$ cat src/sv/pms_pkg.sv
package pms_pkg;

  localparam int TOTAL_DEPTH = 16;
  localparam int NUM_STACKS  = 4;
  localparam int NUM_CFG     = 4;

  localparam int DATA_W    = 32;
  localparam int SIZE_W    = 5;
  localparam int SID_W     = 2;
  localparam int CMD_W     = 1;
  localparam int STATUS_W  = 2;
  localparam int CFG_IDX_W = 2;
  localparam int ADDR_W    = $clog2(TOTAL_DEPTH);
  localparam int SEL_W     = $clog2(NUM_STACKS);
  localparam int SIZE_MAX  = (1 << SIZE_W) - 1;
  localparam int SUM_W     = $clog2(NUM_STACKS * SIZE_MAX + TOTAL_DEPTH + 1);

  localparam logic [SIZE_W-1:0] SIZE_RST = SIZE_W'(4);

  typedef enum logic [CMD_W-1:0] {
    CMD_PUSH = 1'b0,
    CMD_POP  = 1'b1
  } cmd_t;

  typedef enum logic [STATUS_W-1:0] {
    ST_OK    = 2'd0,
    ST_FULL  = 2'd1,
    ST_EMPTY = 2'd2
  } status_t;

  typedef struct packed {
    logic load_in;
    logic calc;
    logic mem;
    logic load_out;
  } dp_cmd_t;

  typedef struct packed {
    logic out_free;
  } dp_stat_t;

endpackage

$ cat src/sv/pms_in_if.sv
interface pms_in_if;
  import pms_pkg::*;

  logic                     valid;
  logic                     ready;
  logic [CMD_W-1:0]         cmd;
  logic [SID_W-1:0]         stack_id;
  logic signed [DATA_W-1:0] push_value;

  modport source (output valid, output cmd, output stack_id, output push_value,
                  input ready);
  modport sink   (input valid, input cmd, input stack_id, input push_value,
                  output ready);
endinterface

$ cat src/sv/pms_out_if.sv
interface pms_out_if;
  import pms_pkg::*;

  logic                     valid;
  logic                     ready;
  logic [STATUS_W-1:0]      status;
  logic signed [DATA_W-1:0] pop_value;
  logic [SIZE_W-1:0]        fill_after;

  modport source (output valid, output status, output pop_value, output fill_after,
                  input ready);
  modport sink   (input valid, input status, input pop_value, input fill_after,
                  output ready);
endinterface

$ cat src/sv/pms_ctrl.sv
module pms_ctrl (
  input  logic              clk,
  input  logic              rst_n,
  input  logic              in_valid,
  output logic              in_ready,
  input  pms_pkg::dp_stat_t stat,
  output pms_pkg::dp_cmd_t  cmd
);
  import pms_pkg::*;

  typedef enum logic [3:0] {
    S_IDLE = 4'b0001,
    S_CALC = 4'b0010,
    S_MEM  = 4'b0100,
    S_DONE = 4'b1000
  } state_t;

  state_t state_r;
  state_t state_nxt;

  always_comb begin
    state_nxt = state_r;
    cmd       = '0;
    unique case (state_r)
      S_IDLE: begin
        if (in_valid) begin
          cmd.load_in = 1'b1;
          state_nxt   = S_CALC;
        end
      end
      S_CALC: begin
        cmd.calc  = 1'b1;
        state_nxt = S_MEM;
      end
      S_MEM: begin
        cmd.mem   = 1'b1;
        state_nxt = S_DONE;
      end
      S_DONE: begin
        if (stat.out_free) begin
          cmd.load_out = 1'b1;
          state_nxt    = S_IDLE;
        end
      end
      default: state_nxt = S_IDLE;
    endcase
  end

  assign in_ready = (state_r == S_IDLE);

  always_ff @(posedge clk) begin
    if (!rst_n) begin
      state_r <= S_IDLE;
    end else begin
      state_r <= state_nxt;
    end
  end

`ifndef SYNTHESIS
  a_accept_to_calc: assert property (@(posedge clk) disable iff (!rst_n)
    (in_valid && in_ready) |=> (state_r == S_CALC))
    else $error("accepted transaction did not start calculation");

  a_calc_to_mem: assert property (@(posedge clk) disable iff (!rst_n)
    cmd.calc |=> cmd.mem)
    else $error("calculation not followed by memory access");

  a_done_release: assert property (@(posedge clk) disable iff (!rst_n)
    cmd.load_out |=> in_ready)
    else $error("controller did not return to idle after result load");
`endif

endmodule

$ cat src/sv/pms_dp.sv
module pms_dp (
  input  logic                             clk,
  input  logic                             rst_n,
  input  pms_pkg::dp_cmd_t                 cmd,
  output pms_pkg::dp_stat_t                stat,
  input  logic [pms_pkg::CMD_W-1:0]        in_cmd,
  input  logic [pms_pkg::SID_W-1:0]        in_stack_id,
  input  logic signed [pms_pkg::DATA_W-1:0] in_push_value,
  output logic                             out_valid,
  input  logic                             out_ready,
  output logic [pms_pkg::STATUS_W-1:0]     out_status,
  output logic signed [pms_pkg::DATA_W-1:0] out_pop_value,
  output logic [pms_pkg::SIZE_W-1:0]       out_fill_after,
  input  logic                             cfg_we,
  input  logic [pms_pkg::CFG_IDX_W-1:0]    cfg_index,
  input  logic [pms_pkg::SIZE_W-1:0]       cfg_wdata
);
  import pms_pkg::*;

  logic [SIZE_W-1:0] size_r [NUM_STACKS];
  logic [SIZE_W-1:0] fill_cnt_r [NUM_STACKS];
  logic [DATA_W-1:0] mem [TOTAL_DEPTH];

  logic              is_pop_r;
  logic [SID_W-1:0]  sid_r;
  logic [DATA_W-1:0] val_r;

  status_t           status_r;
  logic [SIZE_W-1:0] fill_new_r;
  logic [ADDR_W-1:0] addr_r;
  logic [SEL_W-1:0]  sel_r;
  logic              sid_ok_r;
  logic [DATA_W-1:0] rdata_r;

  logic                 out_valid_r;
  status_t              out_status_r;
  logic [DATA_W-1:0]    out_pop_value_r;
  logic [SIZE_W-1:0]    out_fill_r;

  logic              sid_ok;
  logic [SEL_W-1:0]  sel;
  logic [SUM_W-1:0]  base;
  logic [SUM_W-1:0]  room;
  logic [SIZE_W-1:0] cap;
  logic [SIZE_W-1:0] fill_cur;
  logic [SIZE_W-1:0] fill_new;
  logic [SIZE_W-1:0] offset;
  status_t           status;

  always_comb begin
    sid_ok = (int'(sid_r) < NUM_STACKS);
    sel    = SEL_W'(sid_r);
    base   = '0;
    for (int i = 0; i < NUM_STACKS; i++) begin
      if (i < int'(sid_r)) begin
        base = base + SUM_W'(size_r[i]);
      end
    end
    room = (base < SUM_W'(TOTAL_DEPTH)) ? (SUM_W'(TOTAL_DEPTH) - base) : '0;
    cap  = (SUM_W'(size_r[sel]) < room) ? size_r[sel] : SIZE_W'(room);
    fill_cur = (fill_cnt_r[sel] > cap) ? cap : fill_cnt_r[sel];
    fill_new = fill_cur;
    offset   = fill_cur;
    status   = ST_OK;
    if (!sid_ok) begin
      status   = is_pop_r ? ST_EMPTY : ST_FULL;
      fill_new = '0;
    end else if (!is_pop_r) begin
      if (fill_cur >= cap) begin
        status = ST_FULL;
      end else begin
        fill_new = fill_cur + SIZE_W'(1);
      end
    end else begin
      if (fill_cur == '0) begin
        status = ST_EMPTY;
      end else begin
        fill_new = fill_cur - SIZE_W'(1);
        offset   = fill_new;
      end
    end
  end

  always_ff @(posedge clk) begin
    if (!rst_n) begin
      for (int i = 0; i < NUM_STACKS; i++) begin
        size_r[i]     <= SIZE_RST;
        fill_cnt_r[i] <= '0;
      end
    end else begin
      if (cfg_we && (int'(cfg_index) < NUM_CFG) && (int'(cfg_index) < NUM_STACKS)) begin
        size_r[SEL_W'(cfg_index)] <= cfg_wdata;
      end
      if (cmd.mem && sid_ok_r) begin
        fill_cnt_r[sel_r] <= fill_new_r;
      end
    end
  end

  always_ff @(posedge clk) begin
    if (cmd.load_in) begin
      is_pop_r <= (cmd_t'(in_cmd) == CMD_POP);
      sid_r    <= in_stack_id;
      val_r    <= in_push_value;
    end
    if (cmd.calc) begin
      status_r   <= status;
      fill_new_r <= fill_new;
      addr_r     <= ADDR_W'(base + SUM_W'(offset));
      sel_r      <= sel;
      sid_ok_r   <= sid_ok;
    end
  end

  always_ff @(posedge clk) begin
    if (cmd.mem) begin
      if (!is_pop_r && (status_r == ST_OK)) begin
        mem[addr_r] <= val_r;
      end
      rdata_r <= mem[addr_r];
    end
  end

  always_ff @(posedge clk) begin
    if (!rst_n) begin
      out_valid_r <= 1'b0;
    end else if (cmd.load_out) begin
      out_valid_r <= 1'b1;
    end else if (out_ready) begin
      out_valid_r <= 1'b0;
    end
  end

  always_ff @(posedge clk) begin
    if (cmd.load_out) begin
      out_status_r    <= status_r;
      out_pop_value_r <= (is_pop_r && (status_r == ST_OK)) ? rdata_r : '0;
      out_fill_r      <= fill_new_r;
    end
  end

  assign stat.out_free  = !out_valid_r || out_ready;
  assign out_valid      = out_valid_r;
  assign out_status     = out_status_r;
  assign out_pop_value  = out_pop_value_r;
  assign out_fill_after = out_fill_r;

`ifndef SYNTHESIS
  a_load_sets_valid: assert property (@(posedge clk) disable iff (!rst_n)
    cmd.load_out |=> out_valid_r)
    else $error("result register not marked valid after load");

  a_pop_ok_nonzero: assert property (@(posedge clk) disable iff (!rst_n)
    cmd.calc && is_pop_r && (status == ST_OK) |-> (fill_cur != '0))
    else $error("successful pop on an empty stack");

  a_no_overrun: assert property (@(posedge clk) disable iff (!rst_n)
    cmd.calc |-> (fill_new <= cap))
    else $error("fill count beyond partition capacity");
`endif

endmodule

$ cat src/sv/partitioned_multi_stack.sv
// Channel   Dir  Fields                             Handshake
// in_ch     in   cmd, stack_id, push_value          valid/ready
// out_ch    out  status, pop_value, fill_after      valid/ready
// cfg_*     in   cfg_index, cfg_wdata               cfg_we, no wait
//
// One transaction at a time, through accept, partition base/capacity sum, memory access
// with registered read and result load; a new one is accepted only after the result load.
// Synchronous active-low reset clears fill counts and sets all sizes to 4; the stack
// memory needs no clearing pass.
// A stalled result holds in the output register; a new transaction is taken while it
// waits, and its own result waits until the register frees.
module partitioned_multi_stack (
  input  logic                          clk,
  input  logic                          rst_n,
  pms_in_if.sink                        in_ch,
  pms_out_if.source                     out_ch,
  input  logic                          cfg_we,
  input  logic [pms_pkg::CFG_IDX_W-1:0] cfg_index,
  input  logic [pms_pkg::SIZE_W-1:0]    cfg_wdata
);
  import pms_pkg::*;

  dp_cmd_t  dp_cmd;
  dp_stat_t dp_stat;

  pms_ctrl u_ctrl (
    .clk      (clk),
    .rst_n    (rst_n),
    .in_valid (in_ch.valid),
    .in_ready (in_ch.ready),
    .stat     (dp_stat),
    .cmd      (dp_cmd)
  );

  pms_dp u_dp (
    .clk            (clk),
    .rst_n          (rst_n),
    .cmd            (dp_cmd),
    .stat           (dp_stat),
    .in_cmd         (in_ch.cmd),
    .in_stack_id    (in_ch.stack_id),
    .in_push_value  (in_ch.push_value),
    .out_valid      (out_ch.valid),
    .out_ready      (out_ch.ready),
    .out_status     (out_ch.status),
    .out_pop_value  (out_ch.pop_value),
    .out_fill_after (out_ch.fill_after),
    .cfg_we         (cfg_we),
    .cfg_index      (cfg_index),
    .cfg_wdata      (cfg_wdata)
  );

endmodule
$ cat src/flat_wrapper.sv
// flat-port wrapper written by rule: the top's interface ports become plain ports
module partitioned_multi_stack_flat import pms_pkg::*;
  (clk, rst_n, cfg_we, cfg_index, cfg_wdata, in_ch_valid, in_ch_cmd, in_ch_stack_id, in_ch_push_value, in_ch_ready, out_ch_valid, out_ch_status, out_ch_pop_value, out_ch_fill_after, out_ch_ready);
  pms_in_if in_ch_i ();
  pms_out_if out_ch_i ();
  input  logic clk;
  input  logic rst_n;
  input  logic cfg_we;
  input  logic [pms_pkg::CFG_IDX_W-1:0] cfg_index;
  input  logic [pms_pkg::SIZE_W-1:0] cfg_wdata;
  input wire logic [$bits(in_ch_i.valid)-1:0] in_ch_valid;
  input wire logic [$bits(in_ch_i.cmd)-1:0] in_ch_cmd;
  input wire logic [$bits(in_ch_i.stack_id)-1:0] in_ch_stack_id;
  input wire logic [$bits(in_ch_i.push_value)-1:0] in_ch_push_value;
  output wire logic [$bits(in_ch_i.ready)-1:0] in_ch_ready;
  output wire logic [$bits(out_ch_i.valid)-1:0] out_ch_valid;
  output wire logic [$bits(out_ch_i.status)-1:0] out_ch_status;
  output wire logic [$bits(out_ch_i.pop_value)-1:0] out_ch_pop_value;
  output wire logic [$bits(out_ch_i.fill_after)-1:0] out_ch_fill_after;
  input wire logic [$bits(out_ch_i.ready)-1:0] out_ch_ready;
  assign in_ch_i.valid = in_ch_valid;
  assign in_ch_i.cmd = in_ch_cmd;
  assign in_ch_i.stack_id = in_ch_stack_id;
  assign in_ch_i.push_value = in_ch_push_value;
  assign in_ch_ready = in_ch_i.ready;
  assign out_ch_valid = out_ch_i.valid;
  assign out_ch_status = out_ch_i.status;
  assign out_ch_pop_value = out_ch_i.pop_value;
  assign out_ch_fill_after = out_ch_i.fill_after;
  assign out_ch_i.ready = out_ch_ready;
  partitioned_multi_stack u_core (.clk(clk), .rst_n(rst_n), .in_ch(in_ch_i), .out_ch(out_ch_i), .cfg_we(cfg_we), .cfg_index(cfg_index), .cfg_wdata(cfg_wdata));
endmodule
$ cat config.mk
export PLATFORM = sky130hd
export DESIGN_NAME = partitioned_multi_stack_flat
export DESIGN_NICKNAME = d
export VERILOG_FILES = /design/src/sv/pms_pkg.sv /design/src/sv/pms_in_if.sv /design/src/sv/pms_out_if.sv /design/src/sv/pms_ctrl.sv /design/src/sv/pms_dp.sv /design/src/sv/partitioned_multi_stack.sv /design/src/flat_wrapper.sv
export SDC_FILE = /design/constraint.sdc
export NUM_CORES = 1
export LEC_CHECK = 0
export BUFFER_PORTS_ARGS = -buffer_cell sky130_fd_sc_hd__buf_2
export CELL_PAD_IN_SITES_DETAIL_PLACEMENT = 0
export CELL_PAD_IN_SITES_GLOBAL_PLACEMENT = 1
export CORE_MARGIN = 10
export CORE_UTILIZATION = 59
export DETAILED_ROUTE_END_ITERATION = 8
export PLACE_DENSITY = 0.92
export SLEW_MARGIN = 10
export SYNTH_ARGS = -nofsm -noshare
export SYNTH_HDL_FRONTEND = slang
export SYNTH_SLANG_ARGS = --single-unit
$ cat constraint.sdc
create_clock -name clk -period 21.3 [get_ports clk]
set_clock_uncertainty 0.15 [all_clocks]
set_input_delay 4.26 -clock clk [delete_from_list [all_inputs] [get_ports clk]]
set_output_delay 4.26 -clock clk [all_outputs]
set_load 0.01 [all_outputs]
==> flow_summary.json <==
{
  "first_global_vias": 14600,
  "crit_type": "reg -> reg",
  "postSynthCellCount": 1311,
  "synth_edf_count": 671,
  "seqCellArea_mm2": 0.0203,
  "grt_usage": 0.241,
  "antenna_found_initial": 0,
  "h-tree-depth": 3,
  "finalCritPeriodShare": 0.510,
  "drt_iter0_markers": 1688,
  "yosys-top-cells-count": "671 x edfxtp_1, 167 x mux4_2, 48 x and3_1",
  "hold_viol_final": 0,
  "clock_tree.buffer_depth": 3,
  "fill_cells": 2743,
  "die_area_mm2": 0.0549,
  "io-pin-count": 88,
  "cap_violations": 0,
  "grt_max_degree": 125,
  "cts_made_buffers": 67,
  "final_max_slew_viol_count": 0,
  "power.density_mw_per_mm2": 99.2,
  "yosys_register_bits": 678,
  "syn_area_mm2": 0.0271,
  "tightest_slew_ns": 1.13,
  "insertedDiodeCount": 0,
  "ys_types": 79,
  "grt_pass1_wl_um": 95300,
  "gp_congestion": 0.851,
  "power.total_mw": 3.03,
  "postRouteAntennaNets": 0,
  "path_max_fanout": 19,
  "setup_tns_ns": 0,
  "synth-main-ff-cell": "edfxtp_1",
  "period_needed_ns": 10.87,
  "synth.largest_area_cell": "edfxtp_1",
  "fin_cells": 2091,
  "cts_resized": 0,
  "status": "complete, no violations",
  "multi_input_area_mm2": 0.00666,
  "worstPathRequired_ns": 21.48,
  "synth-seq-area-share": 0.748,
  "end_kind": "register",
  "cts_sinks": 678,
  "drt_pass1_iterations": 5,
  "post-cts-setup-buffers": 0,
  "synth.most_common_cell": "edfxtp_1",
  "final_nets": 1514,
  "rsz0062_at_grt": "false",
  "coreArea_mm2": 0.0454,
  "fp.dieW_um": 234,
  "yosysWarnings": 0,
  "setup_viol_count_final": 0,
  "hpwl_um": 33800,
  "async_reset_ff_frac": 0,
  "worstPathArrival_ns": 11.05,
  "num_vias": 14000,
  "syn_avg_cell_area_um2": 20.7,
  "rows": 78,
  "area_growth_pct": 12.7,
  "syn_nets": 1387,
  "slowest_stage": "nor3_1",
  "synthTopCellsByArea": "edfxtp_1 74%, mux4_2 14%, ha_1 1.2%",
  "holdCritPathClass": "reg -> reg",
  "place_inst": 1969,
  "clkLatencyLatePin_ns": 0.60,
  "io_buffer_count": 87,
  "slew_headroom": 0.247,
  "max_stage_delay_ns": 0.86,
  "tritoncts": "done",
  "drc_errors": 0,
  "ir_drop_uv": 70.7,
  "vias_per_cell": 6.72,
  "start_util": 0.598,
  "fmax_ghz": 0.0920,
  "cp-start-kind": "register",
  "wl_per_cell_um": 31.0,
  "drive_gt1_frac": 0.282,
  "path_clk_slew_ns": 0.06,
  "cts_root_buf": "clkbuf_16",
  "fp.dieH_um": 234,
  "p_leak_nw": 10.1,
  "ctsHoldBuffers": 0,
  "overflow": 0,
  "crit_top_cell": "ha_1",
  "synth_top_area_share": 0.743,
  "routed_wl_um": 64900
}
==> cells by family (layout without fill, tap and decap cells) <==
family	after synthesis	in the layout	synth area share
AND/OR/NAND/NOR	233	233	0.0492
buffers and inverters	80	260	0.0117
multiplexers	190	190	0.148
flip-flops	678	678	0.748
adder cells (fa/ha/maj)	30	30	0.0146
AO/OA/AOI/OAI	91	91	0.0245
XOR/XNOR	9	9	0.00341
==> placed cells by master (no fill, tap or decap), types with 10 or more instances in the layout <==
| cell | count |
|---|---|
| a21oi_1 | 16 |
| and2_1 | 34 |
| and3_1 | 48 |
| buf_2 | 87 |
| buf_4 | 26 |
| clkbuf_1 | 12 |
| clkbuf_16 | 70 |
| clkinv_1 | 18 |
| edfxtp_1 | 671 |
| ha_1 | 26 |
| inv_1 | 20 |
| mux2i_1 | 16 |
| mux4_2 | 167 |
| nand2_1 | 33 |
| nand2b_1 | 19 |
| nand3_1 | 10 |
| nor2_1 | 16 |
| nor2_4 | 12 |
| nor3_1 | 10 |
| o21ai_0 | 19 |
==> path summary, 6_finish.rpt <==
path                            slack (ns)              startpoint                      endpoint  cells after the start
worst min-delay path                  0.39  u_core.u_dp.rdata_r[4]  u_core.u_dp.out_pop_value[4]                      1
worst max register to register       10.43      u_core.u_dp.sel[1]         u_core.u_dp.addr_r[3]                     42
worst max-delay path                 10.43      u_core.u_dp.sel[1]         u_core.u_dp.addr_r[3]                     42
worst min register to register        0.39  u_core.u_dp.rdata_r[4]  u_core.u_dp.out_pop_value[4]                      1
==> report_power, final <==
part           internal, mW  switching [mW]  leakage, nW
logic                 0.163           0.216         2.93
clock network         0.642           0.492         1.01
registers              1.49          0.0257         6.13
==> registers in the layout, summed over array words and instances (netlist names), named ones only <==
name                        flops
u_core.u_dp.out_pop_value      32
u_core.u_dp.rdata_r            32
u_core.u_ctrl.state_r           4
u_core.u_dp.sel                 2
u_core.u_dp.mem               512
u_core.u_dp.fill_new_r          5
u_core.u_dp.val_r              32
u_core.u_dp.status_r            2
u_core.u_dp.is_pop_r            1
u_core.u_dp.addr_r              4
u_core.u_dp.sel_r               2
u_core.u_dp.out_valid           1
u_core.u_dp.fill_cnt_r         20
u_core.u_dp.out_status          2
u_core.u_dp.size_r             20
u_core.u_dp.out_fill_after      5
==> worst max-delay path, delay by kind of cell (launching register included) <==
kind | cells | cell delay (ns)
AOI/OAI and AO/OA | 15 | 2.83
adders and majority gates | 8 | 2.33
buffers and inverters | 3 | 0.27
muxes | 2 | 0.70
xor gates and xnor gates | 3 | 0.41
and+or+nand+nor | 11 | 3.21
DFF | 1 | 0.69
==> routing by layer <==
layer / vias to the layer above / GRT usage / part of all wire / wire length [um]
li1: 5701 / - / - / -
met1: 7234 / 0.303 / 0.36 / 23100
met2: 940 / 0.405 / 0.52 / 33400
met3: 170 / 0.0491 / 0.092 / 5990
met4: 0 / 0.102 / 0.036 / 2360
met5: - / 0 / 0 / 0
==> cell type report <==
class | instances | area share
tap | 600 | 0.0246
clock buffer | 82 | 0.0588
timing repair buffer | 114 | 0.0213
sequential | 678 | 0.664
inverter | 24 | 0.00303
multi-input combinational | 553 | 0.218
clock inverter | 40 | 0.0104
==> through the flow <==
stage	hold WS (ns)	area (um2)	setup WS, ns	util
final	0.393	30600	10.43	0.673
after global routing	0.425	30600	9.61	0.673
after CTS	0.395	30600	10.58	0.673
after detailed placement	0.387	28400	10.63	0.627
after global placement	0.392	28400	11.08	0.627
after floorplan	0.274	27100	11.93	-
Power figures use the tool's default switching activity.
